### src/rtl/core/ipv4pf_pkg.sv
// Shared types and constants for the IPv4 port and source filter.
// Used by the front parser, the command queue, the back engine and the top level.
`default_nettype none

package ipv4pf_pkg;

  // item actions, also used as queue operation codes
  localparam logic [1:0] ACT_FRAME   = 2'd0;
  localparam logic [1:0] ACT_PORT_WR = 2'd1;
  localparam logic [1:0] ACT_BL_WR   = 2'd2;

  // verdict causes
  localparam logic [2:0] CAUSE_NON_IP = 3'd0;
  localparam logic [2:0] CAUSE_IPV6   = 3'd1;
  localparam logic [2:0] CAUSE_CLEAN  = 3'd2;
  localparam logic [2:0] CAUSE_TRUNC  = 3'd3;
  localparam logic [2:0] CAUSE_PORT   = 3'd4;
  localparam logic [2:0] CAUSE_SOURCE = 3'd5;

  // configuration registers
  localparam int         CFG_IDX_W    = 1;
  localparam logic [0:0] CFG_EXEMPT_A = 1'b0;
  localparam logic [0:0] CFG_EXEMPT_B = 1'b1;
  localparam logic [15:0] EXEMPT_A_RESET = 16'd22;
  localparam logic [15:0] EXEMPT_B_RESET = 16'd9998;

  localparam logic [15:0] ETH_IPV4   = 16'h0800;
  localparam logic [15:0] ETH_IPV6   = 16'h86DD;
  localparam logic [7:0]  PROTO_ICMP = 8'd1;
  localparam logic [7:0]  PROTO_TCP  = 8'd6;
  localparam logic [7:0]  PROTO_UDP  = 8'd17;

  localparam int QUEUE_DEPTH = 4;
  localparam int QUEUE_AW    = 2;

  typedef struct packed {
    logic [1:0]  action;
    logic [7:0]  frame_byte;
    logic        frame_last;
    logic [15:0] table_index;
    logic [31:0] source_address;
    logic [31:0] entry_value;
  } item_t;

  typedef struct packed {
    logic        verdict;
    logic [2:0]  cause;
    logic [63:0] allowed_count;
    logic [63:0] dropped_count;
  } result_t;

  // one queued command: a table write or a classified frame
  typedef struct packed {
    logic [1:0]  op;
    logic [2:0]  cause;  // final cause when no lookup is needed
    logic        check;  // full IPv4 header: count, and run lookups unless truncated
    logic        trunc;  // layer-4 header cut short
    logic        flag;   // write value, or port within the table
    logic [15:0] index;  // table index or destination port
    logic [31:0] addr;   // blacklist address or captured source
  } qentry_t;

endpackage

`default_nettype wire

### src/rtl/core/ipv4pf_queue.sv
// Short command queue between the front parser and the back engine.
// Depends on ipv4pf_pkg.
`default_nettype none

module ipv4pf_queue (
  input  wire logic                 clk,
  input  wire logic                 rst,
  input  wire logic                 push,
  input  wire ipv4pf_pkg::qentry_t  push_data,
  input  wire logic                 pop,
  output ipv4pf_pkg::qentry_t       head,
  output logic                      full,
  output logic                      empty
);

  ipv4pf_pkg::qentry_t slots [ipv4pf_pkg::QUEUE_DEPTH];
  logic [ipv4pf_pkg::QUEUE_AW-1:0] wr_ptr, rd_ptr;
  logic [ipv4pf_pkg::QUEUE_AW:0]   count;

  assign full  = count == (ipv4pf_pkg::QUEUE_AW+1)'(ipv4pf_pkg::QUEUE_DEPTH);
  assign empty = count == '0;
  assign head  = slots[rd_ptr];

  always_ff @(posedge clk) begin
    if (push) slots[wr_ptr] <= push_data;
  end

  always_ff @(posedge clk) begin
    if (rst) begin
      wr_ptr <= '0;
      rd_ptr <= '0;
      count  <= '0;
    end else begin
      if (push) wr_ptr <= wr_ptr + 1'b1;
      if (pop)  rd_ptr <= rd_ptr + 1'b1;
      if (push && !pop)      count <= count + 1'b1;
      else if (pop && !push) count <= count - 1'b1;
    end
  end

  a_no_overflow: assert property (@(posedge clk) disable iff (rst) !(push && full))
    else $error("queue push while full");
  a_no_underflow: assert property (@(posedge clk) disable iff (rst) !(pop && empty))
    else $error("queue pop while empty");
  a_count_bound: assert property (@(posedge clk) disable iff (rst)
    count <= (ipv4pf_pkg::QUEUE_AW+1)'(ipv4pf_pkg::QUEUE_DEPTH))
    else $error("queue count out of range");

endmodule

`default_nettype wire

### config.mk
export PLATFORM = sky130hd
export DESIGN_NAME = ipv4pf_queue
export DESIGN_NICKNAME = d
export VERILOG_FILES = /design/src/rtl/core/ipv4pf_pkg.sv /design/src/rtl/core/ipv4pf_queue.sv
export SDC_FILE = /design/constraint.sdc
export NUM_CORES = 1
export LEC_CHECK = 0
export BUFFER_PORTS_ARGS = -buffer_cell sky130_fd_sc_hd__buf_2
export CORE_MARGIN = 4
export CORE_UTILIZATION = 51
export DETAILED_ROUTE_END_ITERATION = 6
export HOLD_SLACK_MARGIN = 0.02
export PLACE_DENSITY = 0.72
export SLEW_MARGIN = 20
export SYNTH_ARGS = -nofsm -noshare
export SYNTH_HDL_FRONTEND = slang
export SYNTH_SLANG_ARGS = --single-unit
### constraint.sdc
create_clock -name clk -period 4.7 [get_ports clk]
set_input_delay 0.235 -clock clk [delete_from_list [all_inputs] [get_ports clk]]
set_output_delay 0.235 -clock clk [all_outputs]
set_load 0.02 [all_outputs]
# Word-level counts from Yosys, hierarchy flattened
# Memories as Yosys holds them, arrays and structs flattened. A register that Yosys moved wholly into a read port is not among the register bits.
# Index checks and enable logic that the tools add are counted.
# W data, S select, Z words.
# word_totals
register_bits	7
ramBits	224
in_bits	60
out_inout_bits	58
memories	1
# classes
add_sub_neg	4
n_eq_ne	1
muxes	6
reduce_logical	6
# mem_list
memory	depth	word_bits	rd	rd_clocked_by_memory_dff	write_ports	line_no	rtl
slots	4	56	1	1	1	ipv4pf_queue.sv:16	ipv4pf_pkg::qentry_t slots [ipv4pf_pkg::QUEUE_DEPTH];
# ops
operator	n
$mux W3	2
$add A2 B1 Y2 const B	2
$mux W2	2
$add A3 B1 Y3 const B	1
$eq A3 B3 Y1 const B	1
$logic_not A3 Y1	1
$sub A3 B1 Y3 const B	1
$logic_and A1 B1 Y1	2
$logic_not A1 Y1	2
$mux W1	2
$reduce_bool A2 Y1	1

# Logic depth before layout (Yosys ltp)
# logic_depth
depth_word	4
mapped_depth	7

# Least setup slack after synthesis
# No wires, ideal clock.
# synth_timing
path_type	reg2reg
start	register wr_ptr[0] (netlist bit)
end	memory slots[2][0] (netlist bit) (enable)
setup_ns	0.419
arrival_ns	1.869
path_slack_ns	2.412
stages_incl_launch_ff	4
n_path_buf	0
cell_sequence	dfxtp_1 > inv_1 > ha_1 > and2_1
# synth_lines
element	line_no	rtl
from (decl)	ipv4pf_queue.sv:17	logic [ipv4pf_pkg::QUEUE_AW-1:0] wr_ptr, rd_ptr;
from (signal assigned)	ipv4pf_queue.sv:34	if (push) wr_ptr <= wr_ptr + 1'b1;
to (decl)	ipv4pf_queue.sv:16	
# Straight into the memory's write port.

==> metrics.txt <==
io pins=118; total CTS buffers=23; Hold/Removal Path Class=input pin to flop; Final Max Slew Viols=0; vias per cell=5.29; initial antenna violation count=0; Fin Setup TNS=0 ns; die footprint=18900 sq um; maximum vdd ir drop=~0.0003 V; Final Non-Filler Cells=approximately 760; max_cap viols=0; worst-margin pin slew=between 0.9 and 1 ns; Post-CTS Setup Bufs=0; critical path data required time=between 4 and 5 ns; global-route total usage across every layer=between 10% and 20%; Buffers on Ports=roughly 120; RSZ-0062 raised after global routing=no; PD cells=between 400 and 500 nW/um^2; Worst R2R Path Depth=3; diode count=0; drt initial violations=226; Post-Syn Nets=approximately 400; Critical Path End Type=primary output; Worst R2R Start=wr_ptr[1]; Hold Fails Final Rpt=0; DP Cell Count=662; minimum clock period=around 2.8 ns; FILL cells=1156; post-synth cell types=22; WL met2=7940 um; Initial Utilization=51.7%; kind of critical path=flop to primary output; Max transition margin=38.4%; min-delay src=pop; met3 WL=871 um; Layout Skew=0.0109 ns; post-synthesis sequential area ratio=80.8%; Worst setup SP type=flop; # clock sinks=233; H-tree lvl count=1; layout cell share with drive strength beyond 1=around two fifths; final WL=15300 um; number of global-route vias before repair=4466; Critical Path AT=~2.6 ns; clock buffer depth=3; clock latency on the worst-skew pair=0.49 ns; met1 wire length=6220 um; DRC=0; Clock transition at path regs=0.05 ns; Post-CTS Resized=0; dpl hpwl=between 8000 and 9000 um; Clk Tree Root Cell=clkbuf_16; largest net degree at the start of global routing=57; GR Overflow Total=0; mapped cell area=8540 sq um; Syn-to-layout area delta=23.0%; setup slack, reg-to-reg=2.96 ns; Yosys reg bits=233; R2R Path End=slots[1][3]; Avg Cell Area, Syn=between 20 and 30 sq um; final setup violating endpoints=0; Core Area=16500 sq um; cts hold-fix bufs=57; post-route ant nets=0; first-pass GRT wire length=23500 um; Pleak=3.59 nW; top achievable clock speed=0.355 GHz; First-pass DRT Iterations=5; Die H=137 um; Final nets=590; Die Wd=137 um; Avg WL per Cell=20.2 um; top sig layer=met4; Setup crit end=head[37]; FP Rows=47; period utilisation layout=59.9%; maximum fanout along the worst path=37; Synth Instances=336; vias after detailed routing=4002; CTS tree=yes; yosys warns=0; Final Wtd Congestion=0.663; Pwr Total=4.52 mW; outcome=complete, no violations
[worst min path at each step]
stage              endpoint  depth (start not counted)
4_1_cts           rd_ptr[0]                          3
6_report          rd_ptr[0]                          3
2_1_floorplan   slots[0][0]                          0
5_1_grt                flop                          3
3_5_place_dp   slots[0][52]                          1
3_3_place_gp   slots[2][36]                          1
[worst max-delay path: stages (launching register included)]
cell	delay, ns
dfxtp_4	0.83
buf_4	0.49
mux4_2	0.58
buf_2	0.18
[cell usage after synthesis]
master,instances,area share (%)
edfxtp_1,224,79
xor2_1,3,0.31
a21oi_1,1,0.059
buf_6,1,0.13
fa_1,1,0.23
inv_1,4,0.18
buf_12,4,0.94
nor3_1,1,0.059
nor3b_1,1,0.088
nor2_1,7,0.31
and2_1,4,0.29
xnor2_1,2,0.21
or3_1,1,0.073
o21ai_0,1,0.059
buf_4,1,0.088
nand2_1,1,0.044
clkbuf_1,2,0.088
mux4_2,56,15
mux2i_1,2,0.23
buf_2,5,0.29
ha_1,5,0.73
dfxtp_1,9,2.1
[sequential cells by signal (all words and copies together), names as in the netlist, named ones only]
| name | flops |
|---|---|
| slots | 224 |
| rd_ptr | 2 |
| count | 3 |
| wr_ptr | 2 |
[per-stage QoR]
step	setup slack [ns]	area, sq um	utilization (%)	hold slack, ns
after floorplan	2.41	8540	-	0.334
after global placement	2.26	9300	56.3	0.444
after detailed placement	2.25	9300	56.3	0.450
after CTS	1.74	10500	63.6	0.0536
after global routing	1.62	10500	63.6	0.0775
final	1.88	10500	63.6	0.0724
[cells by family after synthesis]
| logic type | after synthesis | share of synthesized area, % |
|---|---|---|
| AND/OR/NAND/NOR | 15 | 0.864 |
| flip-flops | 233 | 80.8 |
| adder cells (fa/ha/maj) | 6 | 0.966 |
| AO/OA/AOI/OAI | 2 | 0.117 |
| XOR/XNOR | 5 | 0.513 |
| buffers and inverters | 17 | 1.71 |
| multiplexers | 58 | 15.0 |
[where the power goes]
group	total, mW	internal (mW)	switching (mW)
registers	2.44	2.39	0.0550
logic	0.499	0.227	0.272
clock network	1.58	0.890	0.685
total	4.52	3.50	1.01
[cell usage in the layout, fill, tap and decap left out, types with 2 or more instances in the layout]
cell type	synthesis	layout
clkbuf_16	0	23
clkinv_2	0	3
dfxtp_1	9	7
mux2i_1	2	2
inv_1	4	4
nor2_1	7	7
dlygate4sd3_1	0	57
clkinv_1	0	6
and2_4	0	4
ha_1	5	5
buf_4	1	2
mux4_2	56	56
xor2_1	3	3
edfxtp_1	224	224
buf_2	5	117
clkbuf_1	2	6
xnor2_1	2	2
[final cells by class]
| cell class | instances | area, sq um | share of cell area, % |
|---|---|---|---|
| sequential | 233 | 6910 | 65.8 |
| tap | 220 | 275 | 2.62 |
| multi-input combinational | 86 | 1500 | 14.3 |
| clock buffer | 29 | 598 | 5.69 |
| timing repair buffer | 176 | 1170 | 11.1 |
| inverter | 4 | 15.0 | 0.143 |
| clock inverter | 9 | 37.5 | 0.357 |
[layer usage]
metal / track usage, % / vias to the layer above
met5: 0 / -
met4: 4.38 / 0
met3: 3.32 / 26
met2: 28.4 / 104
met1: 21.6 / 2070
li1: - / 1802
Note: power is estimated with default switching activity, not from simulation.
