[config.mk]
export PLATFORM = sky130hd
export DESIGN_NAME = ipv4pf_front
export DESIGN_NICKNAME = d
export VERILOG_FILES = /design/src/rtl/core/ipv4pf_pkg.sv /design/src/rtl/core/ipv4pf_front.sv
export SDC_FILE = /design/constraint.sdc
export NUM_CORES = 1
export LEC_CHECK = 0
export BUFFER_PORTS_ARGS = -buffer_cell sky130_fd_sc_hd__buf_2
export CORE_UTILIZATION = 45
export DETAILED_ROUTE_END_ITERATION = 7
export PLACE_DENSITY = 0.81
export SKIP_CTS_REPAIR_TIMING = 1
export SLEW_MARGIN = 20
export SYNTH_ARGS = -nofsm -noshare
export SYNTH_HDL_FRONTEND = slang
export SYNTH_SLANG_ARGS = --single-unit
export TNS_END_PERCENT = 10
[constraint.sdc]
create_clock -name clk -period 5.35 [get_ports clk]
set_clock_uncertainty 0.2 [all_clocks]
set_input_delay 0.535 -clock clk [delete_from_list [all_inputs] [get_ports clk]]
set_output_delay 0.535 -clock clk [all_outputs]
set_load 0.01 [all_outputs]
[src/rtl/core/ipv4pf_pkg.sv]
// Shared types and constants for the IPv4 port and source filter.
// Used by the front parser, the command queue, the back engine and the top level.
`default_nettype none

package ipv4pf_pkg;

  // item actions, also used as queue operation codes
  localparam logic [1:0] ACT_FRAME   = 2'd0;
  localparam logic [1:0] ACT_PORT_WR = 2'd1;
  localparam logic [1:0] ACT_BL_WR   = 2'd2;

  // verdict causes
  localparam logic [2:0] CAUSE_NON_IP = 3'd0;
  localparam logic [2:0] CAUSE_IPV6   = 3'd1;
  localparam logic [2:0] CAUSE_CLEAN  = 3'd2;
  localparam logic [2:0] CAUSE_TRUNC  = 3'd3;
  localparam logic [2:0] CAUSE_PORT   = 3'd4;
  localparam logic [2:0] CAUSE_SOURCE = 3'd5;

  // configuration registers
  localparam int         CFG_IDX_W    = 1;
  localparam logic [0:0] CFG_EXEMPT_A = 1'b0;
  localparam logic [0:0] CFG_EXEMPT_B = 1'b1;
  localparam logic [15:0] EXEMPT_A_RESET = 16'd22;
  localparam logic [15:0] EXEMPT_B_RESET = 16'd9998;

  localparam logic [15:0] ETH_IPV4   = 16'h0800;
  localparam logic [15:0] ETH_IPV6   = 16'h86DD;
  localparam logic [7:0]  PROTO_ICMP = 8'd1;
  localparam logic [7:0]  PROTO_TCP  = 8'd6;
  localparam logic [7:0]  PROTO_UDP  = 8'd17;

  localparam int QUEUE_DEPTH = 4;
  localparam int QUEUE_AW    = 2;

  typedef struct packed {
    logic [1:0]  action;
    logic [7:0]  frame_byte;
    logic        frame_last;
    logic [15:0] table_index;
    logic [31:0] source_address;
    logic [31:0] entry_value;
  } item_t;

  typedef struct packed {
    logic        verdict;
    logic [2:0]  cause;
    logic [63:0] allowed_count;
    logic [63:0] dropped_count;
  } result_t;

  // one queued command: a table write or a classified frame
  typedef struct packed {
    logic [1:0]  op;
    logic [2:0]  cause;  // final cause when no lookup is needed
    logic        check;  // full IPv4 header: count, and run lookups unless truncated
    logic        trunc;  // layer-4 header cut short
    logic        flag;   // write value, or port within the table
    logic [15:0] index;  // table index or destination port
    logic [31:0] addr;   // blacklist address or captured source
  } qentry_t;

endpackage

`default_nettype wire

[src/rtl/core/ipv4pf_front.sv]
// Front end: parses frame bytes, classifies each frame at its last byte and
// turns table writes into queue commands. Depends on ipv4pf_pkg.
`default_nettype none

module ipv4pf_front #(
  parameter int PORT_ENTRIES  = 65536,
  parameter int BLOCK_ENTRIES = 64
) (
  input  wire logic               clk,
  input  wire logic               rst,
  input  wire ipv4pf_pkg::item_t  item,
  input  wire logic               accept,
  output logic                    push,
  output ipv4pf_pkg::qentry_t     entry
);

  logic [15:0] byte_position, byte_position_next;
  logic [15:0] ether_type, ether_type_next;
  logic [3:0]  header_words, header_words_next;
  logic [7:0]  ip_protocol, ip_protocol_next;
  logic [31:0] captured_source, captured_source_next;
  logic [15:0] captured_port, captured_port_next;

  logic [15:0] len;
  logic [6:0]  l4_cur, l4_n, l4_end;
  logic [4:0]  need;
  logic        has_port;
  logic [15:0] port;
  logic        is_frame;
  logic [7:0]  b;

  assign b        = item.frame_byte;
  assign is_frame = accept && (item.action == ipv4pf_pkg::ACT_FRAME);

  always_comb begin
    l4_cur               = 7'd14 + {1'b0, header_words, 2'b00};
    ether_type_next      = ether_type;
    header_words_next    = header_words;
    ip_protocol_next     = ip_protocol;
    captured_source_next = captured_source;
    captured_port_next   = captured_port;
    len                  = byte_position;
    if (byte_position != 16'hFFFF) begin
      len = byte_position + 16'd1;
      if (byte_position == 16'd12) ether_type_next[15:8] = b;
      if (byte_position == 16'd13) ether_type_next[7:0] = b;
      if (byte_position == 16'd14) header_words_next = b[3:0];
      if (byte_position == 16'd23) ip_protocol_next = b;
      if (byte_position >= 16'd26 && byte_position <= 16'd29)
        captured_source_next = {captured_source[23:0], b};
      if (byte_position > 16'd14) begin
        if (byte_position == {9'd0, l4_cur} + 16'd2) captured_port_next[15:8] = b;
        if (byte_position == {9'd0, l4_cur} + 16'd3) captured_port_next[7:0] = b;
      end
    end
  end

  // classification on the values that include the last byte
  always_comb begin
    l4_n     = 7'd14 + {1'b0, header_words_next, 2'b00};
    need     = 5'd0;
    has_port = 1'b0;
    case (ip_protocol_next)
      ipv4pf_pkg::PROTO_TCP:  begin need = 5'd20; has_port = 1'b1; end
      ipv4pf_pkg::PROTO_UDP:  begin need = 5'd8;  has_port = 1'b1; end
      ipv4pf_pkg::PROTO_ICMP: need = 5'd8;
      default:                need = 5'd0;
    endcase
    l4_end = l4_n + {2'b00, need};
    port   = has_port ? captured_port_next : 16'd0;
  end

  always_comb begin
    entry       = '0;
    entry.op    = item.action;
    entry.index = item.table_index;
    entry.addr  = item.source_address;
    push        = 1'b0;
    case (item.action)
      ipv4pf_pkg::ACT_FRAME: begin
        push        = is_frame && item.frame_last;
        entry.index = port;
        entry.addr  = captured_source_next;
        entry.flag  = {1'b0, port} < 17'(PORT_ENTRIES);
        entry.trunc = (need != 5'd0) && (len < {9'd0, l4_end});
        if (len < 16'd14)
          entry.cause = ipv4pf_pkg::CAUSE_TRUNC;
        else if (ether_type_next != ipv4pf_pkg::ETH_IPV4 &&
                 ether_type_next != ipv4pf_pkg::ETH_IPV6)
          entry.cause = ipv4pf_pkg::CAUSE_NON_IP;
        else if (ether_type_next == ipv4pf_pkg::ETH_IPV6)
          entry.cause = (len < 16'd54) ? ipv4pf_pkg::CAUSE_TRUNC : ipv4pf_pkg::CAUSE_IPV6;
        else if (len < 16'd34)
          entry.cause = ipv4pf_pkg::CAUSE_TRUNC;
        else
          entry.check = 1'b1;
      end
      ipv4pf_pkg::ACT_PORT_WR: begin
        push       = accept && ({1'b0, item.table_index} < 17'(PORT_ENTRIES));
        entry.flag = item.entry_value == 32'd1;
      end
      ipv4pf_pkg::ACT_BL_WR: begin
        push       = accept && ({1'b0, item.table_index} < 17'(BLOCK_ENTRIES));
        entry.flag = item.entry_value != 32'd0;
      end
      default: push = 1'b0;
    endcase
  end

  always_ff @(posedge clk) begin
    if (rst || (is_frame && item.frame_last)) begin
      byte_position   <= '0;
      ether_type      <= '0;
      header_words    <= '0;
      ip_protocol     <= '0;
      captured_source <= '0;
      captured_port   <= '0;
    end else if (is_frame) begin
      byte_position   <= byte_position_next;
      ether_type      <= ether_type_next;
      header_words    <= header_words_next;
      ip_protocol     <= ip_protocol_next;
      captured_source <= captured_source_next;
      captured_port   <= captured_port_next;
    end
  end

  assign byte_position_next = len;

endmodule

`default_nettype wire

-- Word level (Yosys, flattened, before mapping)
Index checks and enable logic that the tools add are counted.
- register bits: 92
- input bits: 94
- logic and storage cells: 78
- add/subtract/negate cells: 6
- $lt $le $gt $ge: 8
- equal/unequal tests: 16
- multiplexer cells: 30
- reductions and logical operators: 12
- operators with widths (cell ; count):
    16-bit 2-to-1 mux ; 5
    32-bit 2-to-1 mux ; 2
    16-bit by 4-bit equality test with 1-bit output, second input constant ; 3
    48-bit 2-to-1 mux ; 1
    8-bit 2-to-1 mux ; 6
    16-bit by 8-bit equality test with 1-bit output ; 2
    32-bit by 1-bit equality test with 1-bit output, second input constant ; 1
    16-bit by 6-bit < comparator with 1-bit output, second input constant ; 2
    16-bit inequality test, second input constant ; 2
    32-bit nonzero test ; 1
    16-bit by 1-bit adder with 16-bit output, second input constant ; 1
    7-bit by 2-bit adder with 8-bit output, second input constant ; 2
    16-bit equality test, second input constant ; 1
    16-bit by 5-bit equality test with 1-bit output, second input constant ; 1
    16-bit by 5-bit greater-or-equal comparator with 1-bit output, second input constant ; 1
    16-bit by 4-bit > comparator with 1-bit output, second input constant ; 1
    16-bit by 5-bit <= comparator with 1-bit output, second input constant ; 1
    16-bit by 4-bit < comparator with 1-bit output, second input constant ; 1
    16-bit by 7-bit < comparator with 1-bit output ; 1
    16-bit by 7-bit < comparator with 1-bit output, second input constant ; 1
    16-bit by 12-bit inequality test with 1-bit output, second input constant ; 1
    4-bit by 6-bit adder with 7-bit output, first input constant ; 2
    5-bit case mux with 2 select lines ; 1
    8-bit by 1-bit equality test with 1-bit output, second input constant ; 1
    other kinds (16) ; 31

-- Depth between registers and ports, before layout
- word-level depth: 10
- mapped depth: 17
- mapped depth without buffers: 16

-- Worst setup path after synthesis
No wires, ideal clock.
- path kind: register -> output
- start: reg byte_position[11]
- end: out entry[49] (netlist bit)
- arrival time: 3.599 ns
- data required time: 4.615 ns
- setup slack: 1.016 ns
- stages on the path, launching flop included: 16
- path buffers: 1
- path through: dfxtp_1 buf_6 nor4_4 nand2_1 nor3_1 mux2i_1 inv_1 ha_1 inv_1 fa_1 xor2_1 ha_1 a21oi_1 nor2b_1 a2111oi_0 o211a_1
- RTL lines (item ; line ; source):
    start: declaration ; ipv4pf_front.sv:17 ; logic [15:0] byte_position, byte_position_next;
    start signal: assignment ; ipv4pf_front.sv:119 ; byte_position <= byte_position_next;
    end: declaration ; ipv4pf_front.sv:14 ; output ipv4pf_pkg::qentry_t entry

==> impl_metrics.py <==
metrics = {
    "run_status": {
        "status": "completed",
    },
    "clock_network": {
        "tritoncts": "built",
        "htree_levels": 3,
        "worstSkewPairLatency_ns": 0.35,
        "path_clk_slew_ns": 0.07,
        "clock_path_buffers": 2,
        "cts_sinks": 92,
        "clock-root-buffer": "clkbuf_16",
        "cts_buffers": 9,
    },
    "synthesis": {
        "ys_seq_elements": 92,
        "yosysTopAreaCell": "dfxtp_1",
        "ys_async_sr_fraction_pct": 0,
        "yosys.area_share.adder_pct": 3.73,
        "synth_edf_count": 0,
        "yosysSeqAreaShare_pct": 29.5,
        "post_synth_xor_area_fraction_pct": 2.10,
        "ys_types": 72,
        "synth.top_cell.area_share_pct": 29.5,
        "synth_ff_type": "dfxtp_1",
        "syn_inst": 831,
        "yosys-top-cells-area": "dfxtp_1 (29%), nand2_1 (11%), mux2i_1 (11%)",
        "syn-num-nets": 943,
        "synthMuxAreaShare_pct": 11.1,
        "synthSimpleGateAreaFrac_pct": 28.5,
        "synth_compound_area_share_pct": 18.3,
        "synth_top_family_by_area": "simple AND/OR/NAND/NOR gates",
        "syn_area_um2": 6250,
        "avgSynthCellArea_um2": 7.52,
        "ys_warn_count": 0,
    },
    "route": {
        "vias_per_cell": 5.68,
        "ant_nets": 0,
        "dr.first_iter.drc_count": 534,
        "drc": 0,
        "wl_per_cell_um": 15.1,
        "firstDrtPassIters": 5,
        "routed_wl_mm": 16.9,
        "num_vias": 6342,
    },
    "timing": {
        "min_period_ns": 5.09,
        "hold_viol_final": 0,
        "tightest_slew_ns": 1.08,
        "setup_viol": 0,
        "relSlewSlack_pct": 28.1,
        "fin_crit_sh_pct": 95.2,
        "maxSlewViolCount": 0,
        "max_freq_mhz": 196,
        "layout_setup_ws_ns": 0.257,
    },
    "placement": {
        "hpwl_mm": 12.0,
        "routabilityCongestion": 0.920,
        "place_inst": 1099,
        "post-place-ws_ns": 0.570,
        "io_buffer_count": 149,
    },
    "power_and_ir_drop": {
        "comb_power_share_pct": 11.5,
        "ir_drop_mv": 0.200,
        "power_frac_seq_pct": 44.4,
        "clockPowerShare_pct": 44.2,
        "p_switching_mw": 0.421,
        "p_leak_nw": 2.87,
        "fin_total_pwr_mw": 1.55,
        "swShare_pct": 27.1,
        "internal-power_mw": 1.13,
        "p_per_area_nw_per_um2": 213,
    },
    "global_route": {
        "gr-total-overflow": 0,
        "grt_pass1_vias": 5332,
        "grt_max_degree": 84,
        "grt_pass1_wl_mm": 26.8,
        "grt_usage_pct": 23.3,
        "antenna_found_initial": 0,
    },
    "floorplanning": {
        "start_util_pct": 46.6,
        "fp.dieArea_um2": 14400,
        "io-pin-count": 151,
        "die_h_um": 120,
        "core_um2": 13400,
        "num_rows": 42,
        "die_width_um": 120,
    },
    "job": {
        "max_cap_violations": 0,
    },
    "final_layout": {
        "area_growth_pct": 16.7,
        "final_cell_mix": "nand2_1 (185), buf_2 (149), dfxtp_1 (91)",
        "drive_gt1_share_pct": 22.4,
        "antenna_cells": 0,
        "nets": 1047,
        "layout.cells.non_filler": 1116,
        "final_common_cell": "nand2_1",
        "utilization_pct": 54.4,
        "nFillCells": 1257,
    },
    "worst_setup_path": {
        "start_kind": "register",
        "crit_fanout": 7,
        "critical_path_arrival_ns": 4.36,
        "critPathKind": "register to output pin",
        "worst_ep_required_time_ns": 4.62,
        "end_kind": "output pin",
    },
    "hold_path": {
        "hold_path.class": "register to register",
    },
}
[path summary, 6_finish.rpt]
kind,start,endpoint,slack [ns],depth (start not counted)
min reg2reg,ip_protocol[7],ip_protocol[7],0.25,2
max,byte_position[15],entry[49],0.26,16
max reg2reg,header_words[0],captured_port[11],1.81,9
min,ip_protocol[7],ip_protocol[7],0.25,2
[final cells by class]
class                           count  area (um^2)  area share (%)
Clock buffer                        9          225            3.09
Clock inverter                      7         87.6            1.20
Inverter                           24         90.1            1.24
Multi-Input combinational cell    648         4000            54.8
Sequential cell                    92         1840            25.3
Tap cell                          176          220            3.02
Timing Repair Buffer              160          828            11.4
[power groups by stage]
stage	registers (mW)	clock network [mW]	logic [mW]
4_1_cts	0.688	0.692	0.178
3_3_place_gp	0.704	0	0.175
3_5_place_dp	0.704	0	0.177
5_1_grt	0.688	0.724	0.195
6_report	0.688	0.685	0.178
2_1_floorplan	0.702	0	0.0983
[cell usage after synthesis, types with 6 or more instances]
cell / count
a21oi_1: 62
and2_1: 9
and3_1: 11
buf_2: 18
buf_4: 6
clkbuf_1: 35
dfxtp_1: 92
ha_1: 17
inv_1: 24
mux2i_1: 66
nand2_1: 186
nand3_1: 25
nand4_1: 13
nor2_1: 49
nor3_1: 7
nor4_1: 16
o211ai_1: 26
o21ai_0: 49
or3_1: 8
xnor2_1: 9
xor2_1: 6
[logic make-up after synthesis]
logic type / Yosys count
AO/OA/AOI/OAI: 181
XOR/XNOR: 15
adder cells (fa/ha/maj): 18
buffers and inverters: 91
flip-flops: 92
multiplexers: 69
other: 1
AND/OR/NAND/NOR: 364
[critical path: stages (launching register included)]
cell       delay [ns]
dfxtp_1          0.40
nor4_4           0.43
nand2_2          0.14
or3_1            0.45
mux2i_2          0.19
ha_1             0.33
inv_1            0.07
ha_1             0.17
inv_1            0.06
fa_1             0.37
xor2_1           0.15
ha_1             0.29
a21oi_1          0.13
nor2b_1          0.06
a2111oi_1        0.39
o211a_1          0.24
buf_2            0.14
[per-layer routing]
layer	global-route usage (%)	vias up	routed length (um)
met5	0	-	0
met4	6.17	0	250
met1	31.2	2932	7580
met2	38.1	246	7910
li1	-	3139	-
met3	4.47	25	1130
[state kept, by name, summed over array words and instances, names as in the netlist]
signal / flops
captured_source: 32
ether_type: 16
header_words: 4
captured_port: 16
byte_position: 16
ip_protocol: 8
[metrics by stage]
| step | TNS [ns] | area (um^2) | hold WS [ns] |
|---|---|---|---|
| 2_1_floorplan | 0 | 6250 | 0.226 |
| 3_3_place_gp | 0 | 6960 | 0.239 |
| 3_5_place_dp | 0 | 6960 | 0.243 |
| 4_1_cts | 0 | 7280 | 0.251 |
| 5_1_grt | -0.0122 | 7290 | 0.258 |
| 6_report | 0 | 7290 | 0.248 |
No activity file was read; power rests on OpenSTA's default activity.
